**src/rtl/jmsp_pkg.sv**
```systemverilog
package jmsp_pkg;

    typedef logic [7:0]  t_byte;
    typedef logic [15:0] t_word;

    // Byte and marker codes
    localparam t_byte BYTE_FF   = 8'hFF;
    localparam t_byte CODE_SOI  = 8'hD8;
    localparam t_byte CODE_EOI  = 8'hD9;
    localparam t_byte CODE_SOS  = 8'hDA;
    localparam t_byte CODE_APP0 = 8'hE0;
    localparam t_byte CODE_DHT  = 8'hC4;
    localparam t_byte CODE_JPG  = 8'hC8;
    localparam t_byte CODE_DAC  = 8'hCC;

    // Defaults and segment length limits
    localparam t_word DEFAULT_DENSITY   = 16'd300;
    localparam t_byte DEFAULT_UNITS     = 8'd1;
    localparam t_byte DEFAULT_PAD_LIMIT = 8'd10;
    localparam t_word MIN_JFIF_LEN      = 16'd16;
    localparam t_word MIN_SOF_LEN       = 16'd8;
    localparam t_word MIN_SEG_LEN       = 16'd2;

    // Byte offsets inside a segment, counted from the first length byte
    localparam t_word OFS_SOF_HEIGHT_HI = 16'd3;
    localparam t_word OFS_SOF_HEIGHT_LO = 16'd4;
    localparam t_word OFS_SOF_WIDTH_HI  = 16'd5;
    localparam t_word OFS_SOF_WIDTH_LO  = 16'd6;
    localparam t_word OFS_SOF_NCOMP     = 16'd7;
    localparam t_word OFS_JFIF_UNITS    = 16'd9;
    localparam t_word OFS_JFIF_XDENS_HI = 16'd10;
    localparam t_word OFS_JFIF_XDENS_LO = 16'd11;
    localparam t_word OFS_JFIF_YDENS_HI = 16'd12;
    localparam t_word OFS_JFIF_YDENS_LO = 16'd13;
    localparam t_byte COLOR_NCOMP       = 8'd3;

    typedef enum logic [2:0] {
        PH_SOI0,
        PH_SOI1,
        PH_SEARCH,
        PH_LENHI,
        PH_LENLO,
        PH_BODY,
        PH_DONE
    } t_phase;

    typedef enum logic [2:0] {
        EV_SEG     = 3'd0,
        EV_SOS     = 3'd1,
        EV_NOIMG   = 3'd2,
        EV_NOTJPEG = 3'd3,
        EV_TRUNC   = 3'd4,
        EV_BADLEN  = 3'd5
    } t_event;

    // Staging values captured in a segment body, committed when it completes
    typedef struct packed {
        t_word a;
        t_word b;
        t_byte c;
    } t_stage;

    localparam t_stage STAGE_CLEAR = '{a: 16'd0, b: 16'd0, c: 8'd0};

    typedef struct packed {
        t_phase phase;
        logic   prev_ff;
        t_byte  pad_cnt;
        t_byte  marker;
        t_word  seg_len;
        t_word  seg_off;
        t_word  height;
        t_word  width;
        logic   color;
        t_byte  process;
        t_byte  units;
        t_word  xdens;
        t_word  ydens;
        logic   jfif;
        t_stage stage;
        logic   warn;
    } t_state;

    localparam t_state ST_RESET = '{
        phase:   PH_SOI0,
        prev_ff: 1'b0,
        pad_cnt: 8'd0,
        marker:  8'd0,
        seg_len: 16'd0,
        seg_off: 16'd0,
        height:  16'd0,
        width:   16'd0,
        color:   1'b0,
        process: 8'd0,
        units:   DEFAULT_UNITS,
        xdens:   DEFAULT_DENSITY,
        ydens:   DEFAULT_DENSITY,
        jfif:    1'b0,
        stage:   STAGE_CLEAR,
        warn:    1'b0
    };

    typedef struct packed {
        t_event event_res;
        t_byte  marker;
        t_word  section_length;
        logic   pad_warning;
        t_word  image_height;
        t_word  image_width;
        logic   is_color;
        t_byte  sof_process;
        t_byte  density_units;
        t_word  x_density;
        t_word  y_density;
        logic   jfif_present;
    } t_result;

    // Start-of-frame markers: C0 to CF except DHT, JPG and DAC
    function automatic logic is_sof(input t_byte m);
        logic hit;
        hit = (m[7:4] == 4'hC) && (m != CODE_DHT) && (m != CODE_JPG) && (m != CODE_DAC);
        return hit;
    endfunction

endpackage

```
**src/rtl/jmsp_ifs.sv**
```systemverilog
// Byte stream channel
interface jmsp_byte_if import jmsp_pkg::*; ();
    logic  valid;
    logic  ready;
    t_byte data_byte;
    logic  file_start;
    logic  file_end;

    modport source (output valid, data_byte, file_start, file_end, input ready);
    modport sink (input valid, data_byte, file_start, file_end, output ready);
endinterface

// Segment result channel
interface jmsp_result_if import jmsp_pkg::*; ();
    logic       valid;
    logic       ready;
    logic [2:0] event_res;
    t_byte      marker;
    t_word      section_length;
    logic       pad_warning;
    t_word      image_height;
    t_word      image_width;
    logic       is_color;
    t_byte      sof_process;
    t_byte      density_units;
    t_word      x_density;
    t_word      y_density;
    logic       jfif_present;

    modport source (output valid, event_res, marker, section_length, pad_warning,
                    image_height, image_width, is_color, sof_process, density_units,
                    x_density, y_density, jfif_present, input ready);
    modport sink (input valid, event_res, marker, section_length, pad_warning,
                  image_height, image_width, is_color, sof_process, density_units,
                  x_density, y_density, jfif_present, output ready);
endinterface

```
**src/rtl/jpeg_marker_segment_parser_core.sv**
```systemverilog
// Channel   Direction  Handshake      Payload
// i_byte    in         valid/ready    data_byte, file_start, file_end
// o_res     out        valid/ready    event_res, marker, section_length, pad_warning,
//                                     image fields, density fields, jfif_present
// i_cfg_*   in         write enable   pad warning limit (8 bits)
//
// One byte per cycle sustained while the result is not stalled. A byte is parsed straight
// out of the input register, and its result is held in the result register, from which
// it can be taken.
// A byte is parsed only when the result register is empty or being read, so a stalled
// result holds the parser and, one byte later, the input.
// Reset is synchronous on i_rst_n low and returns the parser and the limit to defaults.
module jpeg_marker_segment_parser_core import jmsp_pkg::*; (
    input  logic          i_clk,
    input  logic          i_rst_n,
    jmsp_byte_if.sink     i_byte,
    jmsp_result_if.source o_res,
    input  logic          i_cfg_we,
    input  t_byte         i_cfg_wdata
);

    // Input register
    logic   r_in_vld;
    t_byte  r_in_data;
    logic   r_in_start;
    logic   r_in_end;

    // Parser state, limit and result register
    t_state  r_st;
    t_state  n_st;
    t_state  s_st;
    t_byte   r_pad_limit;
    t_result r_res;
    t_result n_res;
    logic    r_out_vld;

    logic   w_adv;
    logic   w_accept;
    t_stage w_cap;

    // Decisions of the phase logic
    t_phase w_phase;
    logic   w_ev_vld;
    t_event w_ev;
    logic   w_seg;
    logic   w_end_srch;
    logic   w_is_mark;
    t_word  w_len_lo;
    t_word  w_off_inc;
    t_phase w_pre_end;
    logic   w_fin;

    // Handshake: parse when the result slot is free or being emptied
    assign w_adv        = r_in_vld && (!r_out_vld || o_res.ready);
    assign i_byte.ready = !r_in_vld || w_adv;
    assign w_accept     = i_byte.valid && i_byte.ready;

    always_ff @(posedge i_clk) begin
        if (!i_rst_n) begin
            r_in_vld <= 1'b0;
        end else if (w_accept) begin
            r_in_vld <= 1'b1;
        end else if (w_adv) begin
            r_in_vld <= 1'b0;
        end
    end

    always_ff @(posedge i_clk) begin
        if (w_accept) begin
            r_in_data  <= i_byte.data_byte;
            r_in_start <= i_byte.file_start;
            r_in_end   <= i_byte.file_end;
        end
    end

    // A file start restarts the parser on this very byte
    assign s_st = r_in_start ? ST_RESET : r_st;

    assign w_is_mark = s_st.prev_ff && (r_in_data != BYTE_FF);
    assign w_len_lo  = {s_st.seg_len[15:8], r_in_data};
    assign w_off_inc = s_st.seg_off + 16'd1;

    jmsp_capture u_capture (
        .i_marker  (s_st.marker),
        .i_seg_len (s_st.seg_len),
        .i_seg_off (s_st.seg_off),
        .i_data    (r_in_data),
        .i_stage   (s_st.stage),
        .o_stage   (w_cap)
    );

    // Next phase and event
    always_comb begin
        w_pre_end = s_st.phase;
        w_ev_vld  = 1'b0;
        w_ev      = EV_SEG;
        w_fin     = 1'b0;
        case (s_st.phase)
            PH_SOI0: begin
                if (r_in_data == BYTE_FF) begin
                    w_pre_end = PH_SOI1;
                end else begin
                    w_pre_end = PH_DONE;
                    w_ev_vld  = 1'b1;
                    w_ev      = EV_NOTJPEG;
                end
            end
            PH_SOI1: begin
                if (r_in_data == CODE_SOI) begin
                    w_pre_end = PH_SEARCH;
                end else begin
                    w_pre_end = PH_DONE;
                    w_ev_vld  = 1'b1;
                    w_ev      = EV_NOTJPEG;
                end
            end
            PH_SEARCH: begin
                if (w_is_mark) begin
                    if (r_in_data == CODE_EOI) begin
                        w_pre_end = PH_DONE;
                        w_ev_vld  = 1'b1;
                        w_ev      = EV_NOIMG;
                    end else begin
                        w_pre_end = PH_LENHI;
                    end
                end
            end
            PH_LENHI: begin
                w_pre_end = PH_LENLO;
            end
            PH_LENLO: begin
                if (w_len_lo < MIN_SEG_LEN) begin
                    w_pre_end = PH_DONE;
                    w_ev_vld  = 1'b1;
                    w_ev      = EV_BADLEN;
                end else if (w_len_lo == MIN_SEG_LEN) begin
                    w_fin = 1'b1;
                end else begin
                    w_pre_end = PH_BODY;
                end
            end
            PH_BODY: begin
                w_fin = (w_off_inc == s_st.seg_len);
            end
            default: begin
                w_pre_end = PH_DONE;
            end
        endcase

        // End of a segment: SOS stops with success, anything else goes on searching
        w_seg = 1'b0;
        if (w_fin) begin
            w_ev_vld = 1'b1;
            if (s_st.marker == CODE_SOS) begin
                w_pre_end = PH_DONE;
                w_ev      = EV_SOS;
            end else begin
                w_pre_end = PH_SEARCH;
                w_ev      = EV_SEG;
                w_seg     = 1'b1;
            end
        end

        // End of the file while still running
        w_phase    = w_pre_end;
        w_end_srch = 1'b0;
        if (w_seg) begin
            if (r_in_end) begin
                w_ev    = EV_TRUNC;
                w_phase = PH_DONE;
            end
        end else if (r_in_end && (w_pre_end != PH_DONE)) begin
            w_ev_vld   = 1'b1;
            w_ev       = ((w_pre_end == PH_SOI0) || (w_pre_end == PH_SOI1)) ?
                         EV_NOTJPEG : EV_TRUNC;
            w_end_srch = (w_pre_end == PH_SEARCH);
            w_phase    = PH_DONE;
        end
    end

    // Data registers and result fields
    always_comb begin
        n_st       = s_st;
        n_st.phase = w_phase;
        case (s_st.phase)
            PH_SOI1: begin
                n_st.prev_ff = 1'b0;
                n_st.pad_cnt = 8'd0;
                n_st.warn    = 1'b0;
            end
            PH_SEARCH: begin
                if (w_is_mark) begin
                    n_st.marker  = r_in_data;
                    n_st.seg_len = 16'd0;
                    n_st.warn    = (s_st.pad_cnt > r_pad_limit);
                end else begin
                    if (s_st.pad_cnt != 8'hFF) begin
                        n_st.pad_cnt = s_st.pad_cnt + 8'd1;
                    end
                    n_st.prev_ff = (r_in_data == BYTE_FF);
                end
            end
            PH_LENHI: begin
                n_st.seg_len = {r_in_data, 8'h00};
            end
            PH_LENLO: begin
                n_st.seg_len = w_len_lo;
                if (w_len_lo >= MIN_SEG_LEN) begin
                    n_st.seg_off = MIN_SEG_LEN;
                    n_st.stage   = STAGE_CLEAR;
                end
            end
            PH_BODY: begin
                n_st.stage   = w_cap;
                n_st.seg_off = w_off_inc;
            end
            default: begin
            end
        endcase

        // Commit captured fields of a finished segment
        if (w_seg) begin
            if (is_sof(n_st.marker) && (n_st.seg_len >= MIN_SOF_LEN)) begin
                n_st.height  = n_st.stage.a;
                n_st.width   = n_st.stage.b;
                n_st.color   = n_st.stage.c[0];
                n_st.process = n_st.marker;
            end else if ((n_st.marker == CODE_APP0) && (n_st.seg_len >= MIN_JFIF_LEN)) begin
                n_st.units = n_st.stage.c;
                n_st.xdens = n_st.stage.a;
                n_st.ydens = n_st.stage.b;
                n_st.jfif  = 1'b1;
            end
            n_st.prev_ff = 1'b0;
            n_st.pad_cnt = 8'd0;
        end

        if (w_end_srch) begin
            n_st.warn = 1'b0;
        end

        n_res.event_res      = w_ev;
        n_res.marker         = n_st.marker;
        n_res.section_length = n_st.seg_len;
        n_res.pad_warning    = n_st.warn;
        n_res.image_height   = n_st.height;
        n_res.image_width    = n_st.width;
        n_res.is_color       = n_st.color;
        n_res.sof_process    = n_st.process;
        n_res.density_units  = n_st.units;
        n_res.x_density      = n_st.xdens;
        n_res.y_density      = n_st.ydens;
        n_res.jfif_present   = n_st.jfif;

        // The warning belongs to the reported segment only
        if (w_seg) begin
            n_st.warn = 1'b0;
        end
    end

    // Parser state and limit register
    always_ff @(posedge i_clk) begin
        if (!i_rst_n) begin
            r_st        <= ST_RESET;
            r_pad_limit <= DEFAULT_PAD_LIMIT;
        end else begin
            if (w_adv) begin
                r_st <= n_st;
            end
            if (i_cfg_we) begin
                r_pad_limit <= i_cfg_wdata;
            end
        end
    end

    // Result register
    always_ff @(posedge i_clk) begin
        if (!i_rst_n) begin
            r_out_vld <= 1'b0;
        end else if (w_adv) begin
            r_out_vld <= w_ev_vld;
        end else if (o_res.ready) begin
            r_out_vld <= 1'b0;
        end
    end

    always_ff @(posedge i_clk) begin
        if (w_adv && w_ev_vld) begin
            r_res <= n_res;
        end
    end

    assign o_res.valid          = r_out_vld;
    assign o_res.event_res      = r_res.event_res;
    assign o_res.marker         = r_res.marker;
    assign o_res.section_length = r_res.section_length;
    assign o_res.pad_warning    = r_res.pad_warning;
    assign o_res.image_height   = r_res.image_height;
    assign o_res.image_width    = r_res.image_width;
    assign o_res.is_color       = r_res.is_color;
    assign o_res.sof_process    = r_res.sof_process;
    assign o_res.density_units  = r_res.density_units;
    assign o_res.x_density      = r_res.x_density;
    assign o_res.y_density      = r_res.y_density;
    assign o_res.jfif_present   = r_res.jfif_present;

`ifndef SYNTHESIS
    // A stalled result freezes the parser.
    a_stall_holds: assert property (@(posedge i_clk) disable iff (!i_rst_n)
        (r_out_vld && !o_res.ready) |=> $stable(r_st))
        else $error("parser state moved while the result was stalled");

    // Every result other than a plain segment end stops the parser.
    a_stop_on_final: assert property (@(posedge i_clk) disable iff (!i_rst_n)
        (w_adv && w_ev_vld && (w_ev != EV_SEG)) |=> (r_st.phase == PH_DONE))
        else $error("parser kept running after a final result");

    // Inside a segment body the offset stays below the length.
    a_body_offset: assert property (@(posedge i_clk) disable iff (!i_rst_n)
        (r_st.phase == PH_BODY) |-> (r_st.seg_off < r_st.seg_len))
        else $error("segment offset reached the length inside the body");
`endif

endmodule

```
**src/rtl/jmsp_capture.sv**
```systemverilog
// Field capture for SOFn and JFIF segment bodies. Picks the byte at a known
// offset into the staging registers; everything else passes through.
module jmsp_capture import jmsp_pkg::*; (
    input  t_byte  i_marker,
    input  t_word  i_seg_len,
    input  t_word  i_seg_off,
    input  t_byte  i_data,
    input  t_stage i_stage,
    output t_stage o_stage
);

    logic w_sof;
    logic w_jfif;

    assign w_sof  = is_sof(i_marker) && (i_seg_len >= MIN_SOF_LEN);
    assign w_jfif = (i_marker == CODE_APP0) && (i_seg_len >= MIN_JFIF_LEN);

    // Select the staging field written by this offset
    always_comb begin
        o_stage = i_stage;
        if (w_sof) begin
            if (i_seg_off == OFS_SOF_HEIGHT_HI) begin
                o_stage.a = {i_data, 8'h00};
            end else if (i_seg_off == OFS_SOF_HEIGHT_LO) begin
                o_stage.a = {i_stage.a[15:8], i_data};
            end else if (i_seg_off == OFS_SOF_WIDTH_HI) begin
                o_stage.b = {i_data, 8'h00};
            end else if (i_seg_off == OFS_SOF_WIDTH_LO) begin
                o_stage.b = {i_stage.b[15:8], i_data};
            end else if (i_seg_off == OFS_SOF_NCOMP) begin
                o_stage.c = {7'd0, (i_data == COLOR_NCOMP)};
            end
        end else if (w_jfif) begin
            if (i_seg_off == OFS_JFIF_UNITS) begin
                o_stage.c = i_data;
            end else if (i_seg_off == OFS_JFIF_XDENS_HI) begin
                o_stage.a = {i_data, 8'h00};
            end else if (i_seg_off == OFS_JFIF_XDENS_LO) begin
                o_stage.a = {i_stage.a[15:8], i_data};
            end else if (i_seg_off == OFS_JFIF_YDENS_HI) begin
                o_stage.b = {i_data, 8'h00};
            end else if (i_seg_off == OFS_JFIF_YDENS_LO) begin
                o_stage.b = {i_stage.b[15:8], i_data};
            end
        end
    end

endmodule
```
**src/flat_wrapper.sv**
```systemverilog
// flat-port wrapper written by rule: the top's interface ports become plain ports
module jpeg_marker_segment_parser_core_flat import jmsp_pkg::*;
  (i_clk, i_rst_n, i_cfg_we, i_cfg_wdata, i_byte_valid, i_byte_data_byte, i_byte_file_start, i_byte_file_end, i_byte_ready, o_res_valid, o_res_event_res, o_res_marker, o_res_section_length, o_res_pad_warning, o_res_image_height, o_res_image_width, o_res_is_color, o_res_sof_process, o_res_density_units, o_res_x_density, o_res_y_density, o_res_jfif_present, o_res_ready);
  jmsp_byte_if i_byte_i ();
  jmsp_result_if o_res_i ();
  input  logic i_clk;
  input  logic i_rst_n;
  input  logic i_cfg_we;
  input  t_byte i_cfg_wdata;
  input wire logic [$bits(i_byte_i.valid)-1:0] i_byte_valid;
  input wire logic [$bits(i_byte_i.data_byte)-1:0] i_byte_data_byte;
  input wire logic [$bits(i_byte_i.file_start)-1:0] i_byte_file_start;
  input wire logic [$bits(i_byte_i.file_end)-1:0] i_byte_file_end;
  output wire logic [$bits(i_byte_i.ready)-1:0] i_byte_ready;
  output wire logic [$bits(o_res_i.valid)-1:0] o_res_valid;
  output wire logic [$bits(o_res_i.event_res)-1:0] o_res_event_res;
  output wire logic [$bits(o_res_i.marker)-1:0] o_res_marker;
  output wire logic [$bits(o_res_i.section_length)-1:0] o_res_section_length;
  output wire logic [$bits(o_res_i.pad_warning)-1:0] o_res_pad_warning;
  output wire logic [$bits(o_res_i.image_height)-1:0] o_res_image_height;
  output wire logic [$bits(o_res_i.image_width)-1:0] o_res_image_width;
  output wire logic [$bits(o_res_i.is_color)-1:0] o_res_is_color;
  output wire logic [$bits(o_res_i.sof_process)-1:0] o_res_sof_process;
  output wire logic [$bits(o_res_i.density_units)-1:0] o_res_density_units;
  output wire logic [$bits(o_res_i.x_density)-1:0] o_res_x_density;
  output wire logic [$bits(o_res_i.y_density)-1:0] o_res_y_density;
  output wire logic [$bits(o_res_i.jfif_present)-1:0] o_res_jfif_present;
  input wire logic [$bits(o_res_i.ready)-1:0] o_res_ready;
  assign i_byte_i.valid = i_byte_valid;
  assign i_byte_i.data_byte = i_byte_data_byte;
  assign i_byte_i.file_start = i_byte_file_start;
  assign i_byte_i.file_end = i_byte_file_end;
  assign i_byte_ready = i_byte_i.ready;
  assign o_res_valid = o_res_i.valid;
  assign o_res_event_res = o_res_i.event_res;
  assign o_res_marker = o_res_i.marker;
  assign o_res_section_length = o_res_i.section_length;
  assign o_res_pad_warning = o_res_i.pad_warning;
  assign o_res_image_height = o_res_i.image_height;
  assign o_res_image_width = o_res_i.image_width;
  assign o_res_is_color = o_res_i.is_color;
  assign o_res_sof_process = o_res_i.sof_process;
  assign o_res_density_units = o_res_i.density_units;
  assign o_res_x_density = o_res_i.x_density;
  assign o_res_y_density = o_res_i.y_density;
  assign o_res_jfif_present = o_res_i.jfif_present;
  assign o_res_i.ready = o_res_ready;
  jpeg_marker_segment_parser_core u_core (.i_clk(i_clk), .i_rst_n(i_rst_n), .i_byte(i_byte_i), .o_res(o_res_i), .i_cfg_we(i_cfg_we), .i_cfg_wdata(i_cfg_wdata));
endmodule
```
**config.mk**
```make
export PLATFORM = sky130hd
export DESIGN_NAME = jpeg_marker_segment_parser_core_flat
export DESIGN_NICKNAME = d
export VERILOG_FILES = /design/src/rtl/jmsp_pkg.sv /design/src/rtl/jmsp_ifs.sv /design/src/rtl/jpeg_marker_segment_parser_core.sv /design/src/rtl/jmsp_capture.sv /design/src/flat_wrapper.sv
export SDC_FILE = /design/constraint.sdc
export NUM_CORES = 1
export LEC_CHECK = 0
export ABC_CLOCK_PERIOD_IN_PS = 22800
export BUFFER_PORTS_ARGS = -buffer_cell sky130_fd_sc_hd__buf_2
export CORE_UTILIZATION = 40
export CTS_BUF_LIST = sky130_fd_sc_hd__clkbuf_4 sky130_fd_sc_hd__clkbuf_8
export CTS_CLUSTER_SIZE = 14
export DETAILED_ROUTE_END_ITERATION = 16
export GPL_ROUTABILITY_DRIVEN = 0
export PLACE_DENSITY = 0.6
export SYNTH_ARGS = -nofsm -noshare
export SYNTH_HDL_FRONTEND = slang
export SYNTH_SLANG_ARGS = --single-unit
```
**constraint.sdc**
```tcl
create_clock -name i_clk -period 22.8 [get_ports i_clk]
set_input_delay 6.84 -clock i_clk [delete_from_list [all_inputs] [get_ports i_clk]]
set_output_delay 6.84 -clock i_clk [all_outputs]
set_load 0.005 [all_outputs]
```
# [Yosys cells after proc, flatten, opt, wreduce, memory -nomap -nowiden]
# Index checks and enable logic that the tools add are counted.
[word_totals] reg_bits=305 inputBits=23 output_inout_bits=112 elab_cells=189
[classes] addsub=2 n_lt_le_gt_ge=7 n_eq_ne=37 muxes=83 n_reduce_logical=24
[op_table] cell="2-to-1 mux 175 bit" count=1
[op_table] cell="2-to-1 mux 41 bit" count=3
[op_table] cell="2-to-1 mux 40 bit" count=3
[op_table] cell="2-to-1 mux 16 bit" count=7
[op_table] cell="2-to-1 mux 82 bit" count=1
[op_table] cell="equality test 16 x 4 -> 1 bit (second input constant)" count=5
[op_table] cell="2-to-1 mux 8 bit" count=10
[op_table] cell="case mux 40 bit (2 select lines)" count=1
[op_table] cell="2-to-1 mux 24 bit" count=3
[op_table] cell="equality test 16 x 3 -> 1 bit (second input constant)" count=4
[op_table] cell="!= test 8 bit (second input constant)" count=8
[op_table] cell="2-to-1 mux 3 bit" count=18
[op_table] cell="equality test 8 bit (second input constant)" count=6
[op_table] cell="case mux 16 bit (3 select lines)" count=1
[op_table] cell="equality test 16 x 2 -> 1 bit (second input constant)" count=2
[op_table] cell=">= comparator 16 x 4 -> 1 bit (second input constant)" count=2
[op_table] cell=">= comparator 16 x 5 -> 1 bit (second input constant)" count=2
[op_table] cell="2-to-1 mux 32 bit" count=1
[op_table] cell="case mux 16 bit (2 select lines)" count=1
[op_table] cell="2-to-1 mux 1 bit" count=22
[op_table] cell="2-to-1 mux 9 bit" count=2
[op_table] cell="case mux 3 bit (6 select lines)" count=1
[op_table] cell="case mux 9 bit (2 select lines)" count=1
[op_table] cell="adder 16 x 1 -> 16 bit (second input constant)" count=1
[op_table] cell="20 further kinds" count=47

# [Logic depth before layout (Yosys ltp)]
[logic_depth] ltp_word=13 depth_mapped=21 depth_no_buf=13

# [Modules after synthesis]
# From an unflattened synthesis, not the netlist that was laid out.
[hier_totals] hier_cells=1777 hier_area_um2=16831.1
[modules_own_cells] module="jpeg_marker_segment_parser_core" n_inst=1 cells_each=1620 area_per_inst_um2=15606.2 seq_area_each_um2=7307.0
[modules_own_cells] module="jmsp_capture" n_inst=1 cells_each=157 area_per_inst_um2=1224.9 seq_area_each_um2=0.0

# [Least setup slack after synthesis]
# No wires, ideal clock.
[synth_path] path_kind="input to output" from="input o_res_ready" to="output i_byte_ready" t_arrival_ns=7.072 required_time_ns=15.960 slack_ns=8.888 cell_stages=2 path_buffers=0 path_cell_list="nor2b_1 nand2_1"
[synth_between] elab_chain_len=3
[synth_lines] element="start, declared" line="flat_wrapper.sv:28" source="input wire logic [$bits(o_res_i.ready)-1:0] o_res_ready;"
[synth_lines] element="logical OR 1 bit" line="jpeg_marker_segment_parser_core.sv:54" source="assign w_adv = r_in_vld && (!r_out_vld || o_res.ready);"
[synth_lines] element="logical AND 1 bit" line="jpeg_marker_segment_parser_core.sv:54"
[synth_lines] element="logical OR 1 bit" line="jpeg_marker_segment_parser_core.sv:55" source="assign i_byte.ready = !r_in_vld || w_adv;"
[synth_lines] element="end, declared" line="flat_wrapper.sv:14" source="output wire logic [$bits(i_byte_i.ready)-1:0] i_byte_ready;"
# Every way passes these cells.

# [Final worst setup path]
# Same ends and word-level chain as after synthesis.

==> impl_results.md <==
- Leading cell types in the layout, fill and taps excluded: 185 x nand2_1, 185 x dfxtp_1, 134 x buf_2
- Top Metal Used: met4
- DP HPWL: 25,200 um
- Type of the worst setup path: in2out
- DIE HEIGHT: 190 um
- Synth Cell Area: 0.0142 mm^2
- CTS clock-pin slew for the worst setup and hold paths: 0.05 ns
- Adder-cell share of the synthesized area: 1.15%
- PortBufs: 134
- Post-route ant nets: 0
- Die W: 190 um
- Final Hold Viols: 0
- Req. time, crit path: 15.96 ns
- Initial drt markers: 1,096
- Post-Place Worst Slack: 8.65 ns
- Mapped Nets: 1,527
- Starting Density: 40.8%
- Power share of the clock group: 43.0%
- Final hold slack: 0.456 ns
- Critical Path Start: o_res_ready
- Sw power: 284 uW
- Via count: 11.7k
- Die area: 0.0361 mm^2
- PwrDens: 73.2 mW/mm^2
- # IOs: 135
- Final period util: 62.1%
- FP Rows: 68
- Critical path, cell by cell: buf_2, nor2b_1, nand2_1, buf_2
- WL met3: 2340 um
- Core area: 0.0347 mm^2
- Final wirelength: 38,800 um
- Grt ovf: 0
- Synthesized instance count: 1,491
- Crit-path slowest cell: nor2b_1
- Cts bufs inserted: 50
- Layout Nets: 1,620
- Clk_lat worst skew: 0.62 ns
- Initial antenna violation count: 0
- Largest family of logic cells by synthesized area: compound AO/OA/AOI/OAI gates
- Critical Path End Type: output port
- Setup crit start kind: primary input
- Most used cell, CP: buf_2
- Reg2reg start: u_core.r_in_start
- Number of diodes: 0
- Switching part of the total power: 23.9%
- RSZ-0062 raised after global routing: false
- Sequential group share of total power: 50.1%
- Drt wl/cell: 18.7 um
- Reg-to-reg slack, setup: 17.20 ns
- Total negative slack: 0 ns
- # Post-CTS Setup Buffers: 0
- Synthesized area per cell: 9.49 um^2
- Total GRT Usage: 21.2%
- Multiplexer share of the synthesized area: 1.57%
- Worst vdd ir: 34.9 uV
- Fin worst setup slack: 8.64 ns
- Combinational share of power: 6.9%
- Worst Path Max Fanout: 3
- Fmax: 70.6 MHz
- Peak per-stage delay on the critical path: 0.16 ns
- Unique masters post-synth: 77
- Post-synth top area share: 26.2%
- Critical path arrival: 7.32 ns
- Avg Vias per Cell: 5.65
- Worst hold path class: reg2reg
- Ys Warns: 0
- Hold_buf cts: 0
- Met2 WL: 17,900 um
- # setup viols final: 0
- Total power: 1190 uW
- Status: finished, final reports clean
- Synth Area in Compound Gates: 21.9%
- Max cap viols: 0
- Top_reg_cell synth: dfxtp_1
- Ys async rst share: 0%
- Rel. slew slack: 25.6%
- Post-synthesis sequential area ratio: 51.6%
- Max Buffers Root-to-Sink: 3
- Post-cts sizing count: 0
- Final Critical Period: 14.16 ns
- Final Cell Area: 0.0162 mm^2
- Xor-xnor portion of the synthesized cell area: 1.55%
- Area after DPL: 0.0151 mm^2
- Internal: 903 uW
- Worst R2R End: u_core.r_st[50]
- Root buf cell: clkbuf_8
- Area Growth Syn to Fin: 14.5%
- Dominant cells by area after synthesis: dfxtp_1 26%, edfxtp_1 25%, nand2_1 4.9%, a22o_1 4.7%, o21ai_0 3.5%
- Worst-Margin Slew: 1.11 ns
- Drc violations: 0
- Htree depth: 2
- Simple-gate share of the synthesized area: 17.8%
- Cell count of the worst reg-to-reg path: 13
- First-pass GRT wire length: 60,500 um
- Crit path capture: i_byte_ready
- Flops & latches, synth: 305
- Largest net degree at the start of global routing: 74
- Vias in the first global route: 10.9k
- Met1 WL: 16,900 um
- Pleak: 0.00585 uW
- TritonCTS clock tree: done
- Pins over their slew limit: 0
- EDFF count, synth: 120
- Share of cells above drive strength 1: 17.4%
- DR pass1 iterations: 7
- Cell taking the most area after synthesis: dfxtp_1
- Clock sinks: 305
- Clock skew: 0.0358 ns
## worst min path at each step
stage / start / to / cells past startpoint
after floorplan: u_core.r_st[86] / u_core.r_st[86] / 1
after global placement: u_core.r_st[87] / u_core.r_st[87] / 1
after detailed placement: u_core.r_st[87] / u_core.r_st[87] / 1
after CTS: u_core.r_st[86] / u_core.r_st[86] / 1
after global routing: u_core.r_st[86] / u_core.r_st[86] / 1
final: u_core.r_st[86] / u_core.r_st[86] / 1
## logic make-up (layout without fill, tap and decap cells)
group / after synthesis / count (layout)
simple gates: 523 / 523
compound gates: 448 / 448
buf+inv: 155 / 289
xor+xnor: 25 / 25
mux: 22 / 22
flops: 305 / 305
fa+ha+maj: 13 / 13
## layer usage
| layer | GRT usage (%) | vias to the layer above |
|---|---|---|
| met4 | 10.7 | 0 |
| met2 | 33.6 | 412 |
| met5 | 0 | - |
| li1 | - | 5673 |
| met3 | 3.43 | 104 |
| met1 | 28.0 | 5553 |
## power by group through the flow
stage | logic (uW) | registers (uW) | clock network [uW]
floorplan | 53.3 | 604 | 0
global placement | 80.7 | 605 | 0
detailed placement | 81.8 | 606 | 0
CTS | 82.2 | 594 | 526
global route | 89.8 | 596 | 549
finish | 82.0 | 594 | 510
## per-stage QoR
| step | utilization [%] | cells |
|---|---|---|
| 6_report | 46.7 | 2080 |
| 4_1_cts | 46.7 | 2080 |
| 2_1_floorplan | - | 1491 |
| 5_1_grt | 46.7 | 2080 |
| 3_3_place_gp | 43.6 | 1987 |
| 3_5_place_dp | 43.6 | 1987 |
## cell type report
class	count	area, um^2
Clock buffer	89	1040
Clock inverter	4	46.3
Fill cell	3352	18500
Inverter	40	150
Multi-Input combinational cell	1031	6260
Sequential cell	305	7310
Tap cell	455	569
Timing Repair Buffer	156	836
## worst max-delay path, delay by kind of cell
family,cells,cell delay (ns)
and+or+nand+nor,2,0.24
buffers and inverters,2,0.23
## cells in the mapped netlist (all sizes together), types with 3 or more instances
master	instances
and3	14
and2	11
a22oi	55
nand3b	7
o22ai	3
a21o	14
o2111ai	3
mux2i	20
or2	11
nor2	122
ha	13
nor3b	4
a32o	5
nor2b	22
nand4	7
nor3	40
a221oi	3
o21ai	106
nor4	14
a21oi	78
a22o	76
buf	29
o31ai	4
dfxtp	185
nand4b	6
o2bb2ai	21
inv	40
xnor2	17
nand2b	6
clkbuf	86
a31oi	10
edfxtp	120
a211oi	32
a32oi	5
nor4b	4
o21a	8
nand2	186
nor4bb	3
xor2	8
nand3	45
o211ai	6
or3	14
## state kept, by name, summed over array words and instances, names as in the netlist, 16 cells and up
name                         count
u_core.o_res.x_density          16
u_core.o_res.image_height       16
u_core.o_res.section_length     16
u_core.r_st                    175
u_core.o_res.y_density          16
u_core.o_res.image_width        16
No activity file was read; power rests on OpenSTA's default activity.
